`config.mk`:
```
export PLATFORM = sky130hd
export DESIGN_NAME = frame_window_crop_writer
export DESIGN_NICKNAME = d
export VERILOG_FILES = /design/src/rtl/fwcw_pkg.sv /design/src/rtl/fwcw_cfg.sv /design/src/rtl/fwcw_step.sv /design/src/rtl/frame_window_crop_writer.sv
export SDC_FILE = /design/constraint.sdc
export NUM_CORES = 1
export LEC_CHECK = 0
export ABC_CLOCK_PERIOD_IN_PS = 14560
export BUFFER_PORTS_ARGS = -buffer_cell sky130_fd_sc_hd__buf_4
export CORE_MARGIN = 1
export CORE_UTILIZATION = 35
export CTS_CLUSTER_SIZE = 40
export DETAILED_ROUTE_END_ITERATION = 12
export PLACE_DENSITY = 0.49
export SETUP_SLACK_MARGIN = 0.1
export SLEW_MARGIN = 5
export SYNTH_ARGS = -nofsm -noshare
export SYNTH_HDL_FRONTEND = slang
export SYNTH_HIERARCHICAL = 1
export SYNTH_SLANG_ARGS = --single-unit
export TNS_END_PERCENT = 100
```
`constraint.sdc`:
```
create_clock -name clk -period 14.56 [get_ports clk]
set_input_delay 2.912 -clock clk [delete_from_list [all_inputs] [get_ports clk]]
set_output_delay 2.912 -clock clk [all_outputs]
set_load 0.03 [all_outputs]
```
`src/rtl/fwcw_pkg.sv`:
```
`default_nettype none
// ----------------------------------------------------------------------------
// fwcw_pkg
// Shared types and constants for the frame window crop writer: command codes,
// register indexes, geometry limits, the derived geometry and result bundles.
// ----------------------------------------------------------------------------
package fwcw_pkg;

    localparam int MAX_LINE_PIXELS = 2048;
    localparam int MAX_FRAME_LINES = 2048;
    localparam int LINE_BYTES_MAX  = 8191;
    localparam int FRAME_LINES_MAX = 4095;

    localparam int CFG_INDEX_W = 3;
    localparam int CFG_DATA_W  = 16;

    localparam int COL_W   = 13;
    localparam int LINE_W  = 12;
    localparam int FILL_W  = 24;
    localparam int IDLE_W  = 16;
    localparam int BYTE_W  = 8;
    localparam int CMD_W   = 2;
    localparam int COLHI_W = 15;
    localparam int ROWHI_W = 13;

    localparam logic [IDLE_W-1:0] IDLE_MAX = '1;

    typedef enum logic [CMD_W-1:0] {
        CMD_DATA    = 2'd0,
        CMD_TICK    = 2'd1,
        CMD_RESTART = 2'd2
    } cmd_t;

    typedef enum logic [CFG_INDEX_W-1:0] {
        REG_VIRTUAL_WIDTH   = 3'd0,
        REG_VISIBLE_WIDTH   = 3'd1,
        REG_X_START         = 3'd2,
        REG_VIRTUAL_HEIGHT  = 3'd3,
        REG_VISIBLE_HEIGHT  = 3'd4,
        REG_Y_START         = 3'd5,
        REG_BYTES_PER_PIXEL = 3'd6,
        REG_TIMEOUT_TICKS   = 3'd7
    } reg_index_t;

    typedef struct packed {
        logic [COL_W-1:0]   line_len;
        logic [COL_W-1:0]   col_lo;
        logic [COLHI_W-1:0] col_hi;
        logic [10:0]        y_start;
        logic [ROWHI_W-1:0] row_hi;
        logic [LINE_W-1:0]  frame_lines;
        logic [IDLE_W-1:0]  timeout;
    } geom_t;

    typedef struct packed {
        logic              valid;
        logic              store;
        logic              buffer_index;
        logic [FILL_W-1:0] byte_address;
        logic [BYTE_W-1:0] data_out;
        logic              frame_done;
    } result_t;

endpackage : fwcw_pkg
`default_nettype wire

```
`src/rtl/fwcw_cfg.sv`:
```
`default_nettype none
// ----------------------------------------------------------------------------
// fwcw_cfg
// Configuration registers and the geometry derived from them: line length in
// bytes, visible column and line bounds, clamped frame height and timeout.
// ----------------------------------------------------------------------------
module fwcw_cfg
    import fwcw_pkg::*;
(
    input  wire logic                   clk,
    input  wire logic                   rst_n,
    input  wire logic                   cfg_we,
    input  wire logic [CFG_INDEX_W-1:0] cfg_index,
    input  wire logic [CFG_DATA_W-1:0]  cfg_data,
    output geom_t                       geom
);

    logic [11:0]       virtual_width_reg;
    logic [11:0]       visible_width_reg;
    logic [10:0]       x_start_reg;
    logic [11:0]       virtual_height_reg;
    logic [11:0]       visible_height_reg;
    logic [10:0]       y_start_reg;
    logic [1:0]        bytes_per_pixel_reg;
    logic [IDLE_W-1:0] timeout_ticks_reg;

    logic              bpp3;
    logic [11:0]       vw_clamped;
    logic [11:0]       vh_clamped;
    logic [13:0]       line_bytes;
    logic [12:0]       x_end;

    always_ff @(posedge clk or negedge rst_n)
    begin
        if (!rst_n)
        begin
            virtual_width_reg   <= 12'd640;
            visible_width_reg   <= 12'd640;
            x_start_reg         <= 11'd0;
            virtual_height_reg  <= 12'd480;
            visible_height_reg  <= 12'd480;
            y_start_reg         <= 11'd0;
            bytes_per_pixel_reg <= 2'd3;
            timeout_ticks_reg   <= 16'd1000;
        end
        else if (cfg_we)
        begin
            unique case (reg_index_t'(cfg_index))
                REG_VIRTUAL_WIDTH:   virtual_width_reg   <= cfg_data[11:0];
                REG_VISIBLE_WIDTH:   visible_width_reg   <= cfg_data[11:0];
                REG_X_START:         x_start_reg         <= cfg_data[10:0];
                REG_VIRTUAL_HEIGHT:  virtual_height_reg  <= cfg_data[11:0];
                REG_VISIBLE_HEIGHT:  visible_height_reg  <= cfg_data[11:0];
                REG_Y_START:         y_start_reg         <= cfg_data[10:0];
                REG_BYTES_PER_PIXEL: bytes_per_pixel_reg <= cfg_data[1:0];
                REG_TIMEOUT_TICKS:   timeout_ticks_reg   <= cfg_data[15:0];
                default:             timeout_ticks_reg   <= timeout_ticks_reg;
            endcase
        end
    end

    always_comb
    begin
        bpp3 = (bytes_per_pixel_reg == 2'd3);

        vw_clamped = (virtual_width_reg > 12'(MAX_LINE_PIXELS)) ?
                     12'(MAX_LINE_PIXELS) : virtual_width_reg;
        vh_clamped = (virtual_height_reg > 12'(MAX_FRAME_LINES)) ?
                     12'(MAX_FRAME_LINES) : virtual_height_reg;
        if (vh_clamped > 12'(FRAME_LINES_MAX))
            vh_clamped = 12'(FRAME_LINES_MAX);

        line_bytes = {1'b0, vw_clamped, 1'b0} + (bpp3 ? {2'b00, vw_clamped} : 14'd0);
        if (line_bytes > 14'(LINE_BYTES_MAX))
            geom.line_len = COL_W'(LINE_BYTES_MAX);
        else
            geom.line_len = line_bytes[COL_W-1:0];

        geom.col_lo = {1'b0, x_start_reg, 1'b0}
                    + (bpp3 ? {2'b00, x_start_reg} : 13'd0);

        x_end = {2'b00, x_start_reg} + {1'b0, visible_width_reg};
        geom.col_hi = {1'b0, x_end, 1'b0} + (bpp3 ? {2'b00, x_end} : 15'd0);

        geom.y_start     = y_start_reg;
        geom.row_hi      = {2'b00, y_start_reg} + {1'b0, visible_height_reg};
        geom.frame_lines = vh_clamped;
        geom.timeout     = timeout_ticks_reg;
    end

endmodule : fwcw_cfg
`default_nettype wire

```
`src/rtl/fwcw_step.sv`:
```
`default_nettype none
// ----------------------------------------------------------------------------
// fwcw_step
// Position tracking for one command per cycle while go is high: column, line,
// fill count, idle counter, pending buffer, write-call flags, result fields.
// ----------------------------------------------------------------------------
module fwcw_step
    import fwcw_pkg::*;
(
    input  wire logic              clk,
    input  wire logic              rst_n,
    input  wire logic              go,
    input  wire logic [CMD_W-1:0]  cmd,
    input  wire logic [BYTE_W-1:0] data_byte,
    input  wire logic              last,
    input  wire geom_t             geom,
    output result_t                res
);

    logic [COL_W-1:0]  col_reg,  col_next;
    logic [LINE_W-1:0] line_reg, line_next;
    logic [FILL_W-1:0] fill_reg, fill_next;
    logic [IDLE_W-1:0] idle_reg, idle_next;
    logic              pending_reg, pending_next;
    logic              drop_reg, drop_next;
    logic              inw_reg, inw_next;

    logic [COL_W-1:0]  col_v;
    logic [COL_W-1:0]  col_inc;
    logic [LINE_W-1:0] line_v;
    logic [LINE_W-1:0] line_inc;
    logic [FILL_W-1:0] fill_v;
    logic              drop_v;
    logic              in_window;

    always_ff @(posedge clk or negedge rst_n)
    begin
        if (!rst_n)
        begin
            col_reg     <= '0;
            line_reg    <= '0;
            fill_reg    <= '0;
            idle_reg    <= '0;
            pending_reg <= 1'b0;
            drop_reg    <= 1'b0;
            inw_reg     <= 1'b0;
        end
        else
        begin
            col_reg     <= col_next;
            line_reg    <= line_next;
            fill_reg    <= fill_next;
            idle_reg    <= idle_next;
            pending_reg <= pending_next;
            drop_reg    <= drop_next;
            inw_reg     <= inw_next;
        end
    end

    always_comb
    begin
        col_next     = col_reg;
        line_next    = line_reg;
        fill_next    = fill_reg;
        idle_next    = idle_reg;
        pending_next = pending_reg;
        drop_next    = drop_reg;
        inw_next     = inw_reg;

        col_v     = col_reg;
        line_v    = line_reg;
        fill_v    = fill_reg;
        drop_v    = drop_reg;
        col_inc   = '0;
        line_inc  = '0;
        in_window = 1'b0;

        res              = '0;
        res.buffer_index = pending_reg;

        if (go)
        begin
            case (cmd)
                CMD_TICK:
                begin
                    if (idle_reg != IDLE_MAX)
                        idle_next = idle_reg + 1'b1;
                end
                CMD_RESTART:
                begin
                    col_next  = '0;
                    line_next = '0;
                    fill_next = '0;
                    drop_next = 1'b0;
                    inw_next  = 1'b0;
                end
                CMD_DATA:
                begin
                    res.valid = 1'b1;
                    if (!inw_reg)
                    begin
                        // restart a partial frame after a long idle gap
                        if ((col_reg != '0 || line_reg != '0 || fill_reg != '0)
                            && idle_reg >= geom.timeout)
                        begin
                            col_v  = '0;
                            line_v = '0;
                            fill_v = '0;
                        end
                        idle_next = '0;
                        drop_v    = 1'b0;
                        inw_next  = 1'b1;
                    end

                    if (!drop_v && line_v < geom.frame_lines)
                    begin
                        in_window = ({1'b0, line_v} >= {2'b00, geom.y_start})
                                 && ({1'b0, line_v} < geom.row_hi)
                                 && (col_v >= geom.col_lo)
                                 && ({2'b00, col_v} < geom.col_hi);
                        if (in_window)
                        begin
                            res.store        = 1'b1;
                            res.byte_address = fill_v;
                            res.data_out     = data_byte;
                            fill_v           = fill_v + 1'b1;
                        end
                        col_inc = col_v + 1'b1;
                        if (col_inc >= geom.line_len)
                        begin
                            col_v    = '0;
                            line_inc = line_v + 1'b1;
                            if (line_inc >= geom.frame_lines)
                            begin
                                res.frame_done = 1'b1;
                                pending_next   = ~pending_reg;
                                line_v         = '0;
                                fill_v         = '0;
                                drop_v         = 1'b1;
                            end
                            else
                            begin
                                line_v = line_inc;
                            end
                        end
                        else
                        begin
                            col_v = col_inc;
                        end
                    end

                    if (last)
                    begin
                        inw_next = 1'b0;
                        drop_v   = 1'b0;
                    end

                    col_next  = col_v;
                    line_next = line_v;
                    fill_next = fill_v;
                    drop_next = drop_v;
                end
                default:
                begin
                    res.valid = 1'b0;
                end
            endcase
        end
    end

    a_done_swaps: assert property (@(posedge clk) disable iff (!rst_n)
        go && res.frame_done |=> pending_reg != $past(pending_reg))
        else $error("frame done without buffer swap");

    a_done_clears: assert property (@(posedge clk) disable iff (!rst_n)
        go && res.frame_done |=> col_reg == '0 && line_reg == '0 && fill_reg == '0)
        else $error("position not cleared at frame done");

    a_restart_clears: assert property (@(posedge clk) disable iff (!rst_n)
        go && cmd == CMD_RESTART |=> fill_reg == '0 && !inw_reg && !drop_reg
                                     && pending_reg == $past(pending_reg))
        else $error("restart did not clear position");

endmodule : fwcw_step
`default_nettype wire

```
`src/rtl/frame_window_crop_writer.sv`:
```
`default_nettype none
// ----------------------------------------------------------------------------
// frame_window_crop_writer
// Crops a virtual frame byte stream to a visible window and addresses the
// kept bytes sequentially in the pending one of two frame buffers.
// ----------------------------------------------------------------------------
// One command is taken every clock while the result side does not stall. Each
// transfer passes an input register, one pass of position logic and an output
// register, so a data byte's result reaches the result port from the output
// register; ticks, restarts and the unused code give no result. The rate is
// set by the position update, which carries column, line and fill count from
// one byte to the next. A stall on the result side holds one item in each
// register before input is refused.
// ----------------------------------------------------------------------------
module frame_window_crop_writer
    import fwcw_pkg::*;
(
    input  wire logic                   clk,
    input  wire logic                   rst_n,
    input  wire logic                   cfg_we,
    input  wire logic [CFG_INDEX_W-1:0] cfg_index,
    input  wire logic [CFG_DATA_W-1:0]  cfg_data,
    input  wire logic                   s_tvalid,
    output      logic                   s_tready,
    input  wire logic [7:0]             s_tdata,   // data_byte
    input  wire logic [1:0]             s_tuser,   // command
    input  wire logic                   s_tlast,   // end_of_write
    output      logic                   m_tvalid,
    input  wire logic                   m_tready,
    output      logic [31:0]            m_tdata,   // byte_address, data_out
    output      logic [1:0]             m_tuser,   // store, buffer_index
    output      logic                   m_tlast    // frame_done
);

    geom_t             geom;
    result_t           res;

    logic              in_valid_reg;
    logic [CMD_W-1:0]  in_cmd_reg;
    logic [BYTE_W-1:0] in_byte_reg;
    logic              in_last_reg;

    logic              out_valid_reg;
    logic              out_store_reg;
    logic              out_buf_reg;
    logic [FILL_W-1:0] out_addr_reg;
    logic [BYTE_W-1:0] out_data_reg;
    logic              out_done_reg;

    logic              out_free;
    logic              step_go;
    logic              in_take;

    assign out_free = !out_valid_reg || m_tready;
    assign step_go  = in_valid_reg && out_free;
    assign s_tready = !in_valid_reg || out_free;
    assign in_take  = s_tvalid && s_tready;

    fwcw_cfg u_cfg (
        .clk       (clk),
        .rst_n     (rst_n),
        .cfg_we    (cfg_we),
        .cfg_index (cfg_index),
        .cfg_data  (cfg_data),
        .geom      (geom)
    );

    fwcw_step u_step (
        .clk       (clk),
        .rst_n     (rst_n),
        .go        (step_go),
        .cmd       (in_cmd_reg),
        .data_byte (in_byte_reg),
        .last      (in_last_reg),
        .geom      (geom),
        .res       (res)
    );

    always_ff @(posedge clk or negedge rst_n)
    begin
        if (!rst_n)
        begin
            in_valid_reg  <= 1'b0;
            out_valid_reg <= 1'b0;
        end
        else
        begin
            if (s_tready)
                in_valid_reg <= s_tvalid;
            if (out_free)
                out_valid_reg <= step_go && res.valid;
        end
    end

    // payload: load on transfer, hold otherwise
    always_ff @(posedge clk)
    begin
        if (in_take)
        begin
            in_cmd_reg  <= s_tuser;
            in_byte_reg <= s_tdata;
            in_last_reg <= s_tlast;
        end
        if (step_go && res.valid)
        begin
            out_store_reg <= res.store;
            out_buf_reg   <= res.buffer_index;
            out_addr_reg  <= res.byte_address;
            out_data_reg  <= res.data_out;
            out_done_reg  <= res.frame_done;
        end
    end

    assign m_tvalid = out_valid_reg;
    assign m_tdata  = {out_data_reg, out_addr_reg};
    assign m_tuser  = {out_buf_reg, out_store_reg};
    assign m_tlast  = out_done_reg;

endmodule : frame_window_crop_writer
`default_nettype wire

```
# Yosys cells after proc, flatten, opt, wreduce, memory -nomap -nowiden
# Index checks and enable logic that the tools add are counted.
word_totals:
  ff_bits: 204
  inputBits: 35
  out_inout_bits: 37
  elab_cells: 146
classes:
  add_sub_neg: 9
  n_lt_le_gt_ge: 12
  n_eq_ne: 13
  muxes: 50
  n_bitwise: 1
  reduce_logical: 36
ops:
  columns: ["operator", "count"]
  rows:
  - ["24-bit 2-to-1 mux", 8]
  - ["12-bit 2-to-1 mux", 11]
  - ["13-bit 2-to-1 mux", 8]
  - ["24-bit case mux with 2 select lines", 1]
  - ["12-bit > comparator (second input constant)", 3]
  - ["16-bit 2-to-1 mux", 2]
  - ["16-bit case mux with 2 select lines", 1]
  - ["11-bit by 12-bit adder with 13-bit output", 2]
  - ["13-bit >= comparator", 2]
  - ["13-bit case mux with 2 select lines", 1]
  - ["24-bit by 1-bit adder with 24-bit output (second input constant)", 1]
  - ["12-bit case mux with 2 select lines", 1]
  - ["24-bit nonzero test", 1]
  - ["2-bit AND reduction", 9]
  - ["16-bit by 1-bit adder with 16-bit output (second input constant)", 1]
  - ["16-bit >= comparator", 1]
  - ["16-bit inequality test (second input constant)", 1]
  - ["14-bit by 15-bit adder with 15-bit output", 1]
  - ["13-bit by 15-bit less-than comparator with 1-bit output", 1]
  - ["13-bit by 14-bit adder with 14-bit output", 1]
  - ["14-bit by 13-bit > comparator with 1-bit output (second input constant)", 1]
  - ["12-bit by 13-bit adder with 13-bit output", 1]
  - ["13-bit by 1-bit adder with 13-bit output (second input constant)", 1]
  - ["12-bit by 13-bit less-than comparator with 1-bit output", 1]
  - ["27 further kinds", 60]

# Longest topological paths before layout
logic_depth:
  ltp_word: 17
  depth_mapped: 29
  ltp_nobuf: 24

# Modules after synthesis
# The synthesis kept the hierarchy.
modules_own_cells:
  columns: ["mod", "instances", "cells_each", "area_each_um2", "seq_area_each_um2"]
  rows:
  - ["fwcw_step", 1, 947, 7241.9, 1701.6]
  - ["fwcw_cfg", 1, 624, 6368.6, 2227.1]
  - ["frame_window_crop_writer", 1, 58, 1507.7, 1431.4]

# Worst setup path after synthesis
# Ideal clock, no wire load.
synth_timing:
  path_kind: "input -> register"
  start: "input m_tready"
  end: "register out_done_reg, in the netlist m_tlast (enable)"
  setup_ns: 0.431
  t_arrival_ns: 5.803
  required_time_ns: 14.129
  slack_ns: 8.325
  stages: 10
  path_buffers: 3
  cell_sequence: "nand2b_1 > and2_1 > nor2b_1 > clkbuf_1 > nand2b_1 > clkbuf_1 > inv_1 > clkbuf_1 > nand2_1 > nor2b_1"
synth_lines:
  columns: ["element", "line", "text"]
  rows:
  - ["start: declaration", "frame_window_crop_writer.sv:29", "input wire logic m_tready,"]
  - ["end signal: assignment", "frame_window_crop_writer.sv:110", "out_done_reg <= res.frame_done;"]
  - ["end: declaration", "frame_window_crop_writer.sv:48", "logic out_done_reg;"]

# Worst setup path in the final report
layout_timing:
  start: "register u_step.fill_reg[10]"
  end: "register u_step.fill_reg[15]"
layout_between:
  elab_chain_len: 16
  word_cells_on_any_way: 34
  classes_between: "3 x add/sub; 7 x order compare; 17 x mux; 7 x reduce/logical"
layout_rtl:
  columns: ["element", "line", "text"]
  rows:
  - ["start: declaration", "fwcw_step.sv:22", "logic [FILL_W-1:0] fill_reg, fill_next;"]
  - ["start signal: assignment", "fwcw_step.sv:52", "fill_reg <= fill_next;"]
  - ["parallel branches: the longest is 14 deep, another holds 12-bit by 1-bit adder with 12-bit output", null, null]
  - ["24-bit 2-to-1 mux *", "fwcw_step.sv:115", "if (!drop_v && line_v < geom.frame_lines)"]
  - ["24-bit case mux with 2 select lines *", "fwcw_step.sv:83", "case (cmd)"]
# Every way passes the cells marked *. The select of a mux whose other input is x is not followed.
# A chain may end at the register's enable or synchronous reset.

==> run_results.csv <==
group,metric,value,unit
status,outcome,"finished, final reports clean",
power_and_ir_drop,max-vdd-ir-drop,0.09877,mV
clocking,cts_root_buf,"clkbuf_16",
power_and_ir_drop,p_leak,7.912,nW
detailed_routing,drt-total-wl,40620,microns
sta,fin_crit,6588,ps
sta,tightest_slew,1227,ps
yosys,ys_types,82,
floorplan,start_util,0.3580,
setup_path,worst_setup_path_start_kind,"flop",
detailed_routing,wl_met1,19060,microns
detailed_routing,drt_first_pass_iters,6,
sta,fmax,0.1518,GHz
clocking,post_cts_buffers,0,
global_routing,antenna_found_initial,1,
detailed_routing,drc,0,
yosys,synth_edf_count,46,
yosys,syn_inst,1629,
setup_path,worstPathCellList,"nor4_1, nand4_1, nor4_2, a311o_2, and2_1, ha_1, and3_1, and3_1, nand2_1, xor2_1, nor2_1, ha_1, a21oi_1, o221ai_1, a221o_1, a21oi_1, or3_1, nor2_1, nor2_1, nand3_1, o31ai_1",
setup_path,slowest_stage,"a311o_2",
finish,final_cells,2229,
setup_path,r2r_slack,7970,ps
global_routing,grt_usage,0.1855,
sta,finalSetupTns,0,ps
clocking,ctsLongestPathBuffers,3,
clocking,cts_resized,0,
yosys,yosysWarningCount,6,
floorplan,fp.dieH,209.8,microns
finish,num_antenna_cells,0,
detailed_routing,dr_wl_met3,1267,microns
global_routing,grt_max_degree,89,
floorplan,core.rowCount,75,
yosys,syn-cell-area,0.01512,sq mm
floorplan,die_area,0.04403,sq mm
setup_path,cp_common_cell,"nor2_1",
detailed_routing,routedWlPerCell,18.22,microns
setup_path,path_max_fanout,36,
clocking,clk_pin_slew,60,ps
clocking,cts.sinks,204,
detailed_routing,route.vias.total,12130,
yosys,yosysTopAreaCellShare,0.2284,
detailed_routing,route.top_layer_used,"met4",
clocking,cts.hold.buffers_added,0,
placement,placedCellCount,2183,
floorplan,core_area,0.04223,sq mm
placement,numPortBuffers,71,
placement,place.gp.congestion,0.8613,
clocking,worstSkewPairLatency,530,ps
detailed_routing,viasPerCell,5.441,
global_routing,gr-total-overflow,0,
sta,finalClockSkew,12.70,ps
power_and_ir_drop,power_density,133.0,mW/mm^2
sta,fin_crit_sh,0.4524,
detailed_routing,drtIter0Drc,722,
finish,area_growth_syn_to_layout,11.97,%
floorplan,die_x,209.8,microns
yosys,async_reset_ff_frac,0.7745,
sta,maxSlewHeadroom,0.1791,
sta,rsz0062_at_grt,"no",
finish,layout_commonest_cell,"ha_1",
placement,place_hpwl,30550,microns
setup_path,max_stage_delay,660,ps
clocking,htree_levels,1,
setup_path,arrival,7020,ps
yosys,ys_seq_area_frac,0.3545,
yosys,syn_avg_cell_area,9.281,sq um
yosys,synth_top_area_cell,"dfrtp_1",
global_routing,grt_pass1_vias,11890,
sta,finalSetupViolCount,0,
finish,n_fill_cell,4211,
floorplan,io_pins,72,
clocking,cts_tree,"done",
sta,hold_violations,0,
finish,nets,1871,
hold_path,hold_class,"flop to flop",
clocking,cts_made_buffers,25,
finish,layout_common_cells,"ha_1 (160), dfrtp_1 (138), inv_1 (130), nand2_1 (114), o21ai_0 (89)",
global_routing,grt_pass1_wl,65450,microns
detailed_routing,dr_wl_met2,19580,microns
setup_path,worstSetupPathType,"flop to flop",
detailed_routing,postRouteAntennaNets,0,
finish,final_layout_size_suffix_gt1_frac,0.1491,
setup_path,cp-end-kind,"flop",
yosys,ys.flop_type,"dfrtp_1",
finish,final_core_util,0.4009,
yosys,synth.area.top_cells,"dfrtp_1 (23%), ha_1 (13%), edfxtp_1 (9.1%), mux2_2 (6.4%), dfstp_2 (3.5%)",
sta,slew_violations,0,
setup_path,required,15000,ps
job,cap_violations,0,
yosys,ys_seq_elements,204,
yosys,synth_nets,1829,
[critical path, delay by kind of cell, from the launching register on]
kind            cells  cell delay, ps
fa+ha+maj           2             510
flops               1             460
xor+xnor            1             150
compound gates      6            1930
simple gates       12            3450
[per-layer routing]
layer | vias up | global-route usage
li1 | 5996 | -
met1 | 5879 | 0.2493
met2 | 204 | 0.3204
met3 | 49 | 0.01766
met4 | 0 | 0.04354
met5 | - | 0
[synth_stat cells, drive strengths merged, types with 44 or more instances]
master  instances
nor2           80
ha            160
o21ai          92
nand2         114
nand3          70
dfrtp         138
nor2b          44
and2           44
and3           59
inv           130
mux2           86
clkbuf         50
edfxtp         46
a21oi          88
[per-stage QoR]
stage	power (mW)	cell area [sq um]	setup slack (ps)	hold slack [ps]
floorplan	1.430	15120	8325	442.8
global placement	1.660	16150	7748	449.9
detailed placement	1.677	16150	7611	461.3
CTS	2.279	16930	7979	468.7
global route	2.428	16930	7309	503.0
finish	2.251	16930	7972	464.4
[area by class of cell]
class,instances,area (sq um),area share
Clock inverter,12,66.31,0.003918
Clock buffer,34,709.4,0.04191
Tap cell,539,674.4,0.03984
Timing Repair Buffer,84,634.4,0.03747
Sequential cell,204,5360,0.3167
Multi-Input combinational cell,1226,8995,0.5314
Inverter,130,488.0,0.02883
[cell families after synthesis]
group,Yosys count,synth area share
buffers and inverters,199,0.05239
AND/OR/NAND/NOR,539,0.1886
multiplexers,92,0.06803
flip-flops,204,0.3545
adder cells (fa/ha/maj),165,0.1390
XOR/XNOR,64,0.03708
AO/OA/AOI/OAI,366,0.1603
[power breakdown]
part | internal, mW | switching (mW) | total, mW
clock network | 0.340 | 0.245 | 0.586
logic | 0.400 | 0.537 | 0.938
registers | 0.658 | 0.0703 | 0.728
total | 1.40 | 0.853 | 2.25
[final timing paths]
path                                startpoint                    to  cells after the start
max                        u_step/fill_reg[10]   u_step/fill_reg[15]                     21
min                         u_step/pending_reg    u_step/pending_reg                      1
max reg2reg                u_step/fill_reg[10]   u_step/fill_reg[15]                     21
min reg2reg                 u_step/pending_reg    u_step/pending_reg                      1
max in group asynchronous                rst_n   u_step/fill_reg[15]                      2
min in group asynchronous                rst_n  u_cfg/y_start_reg[6]                      1
Power figures use the tool's default switching activity.
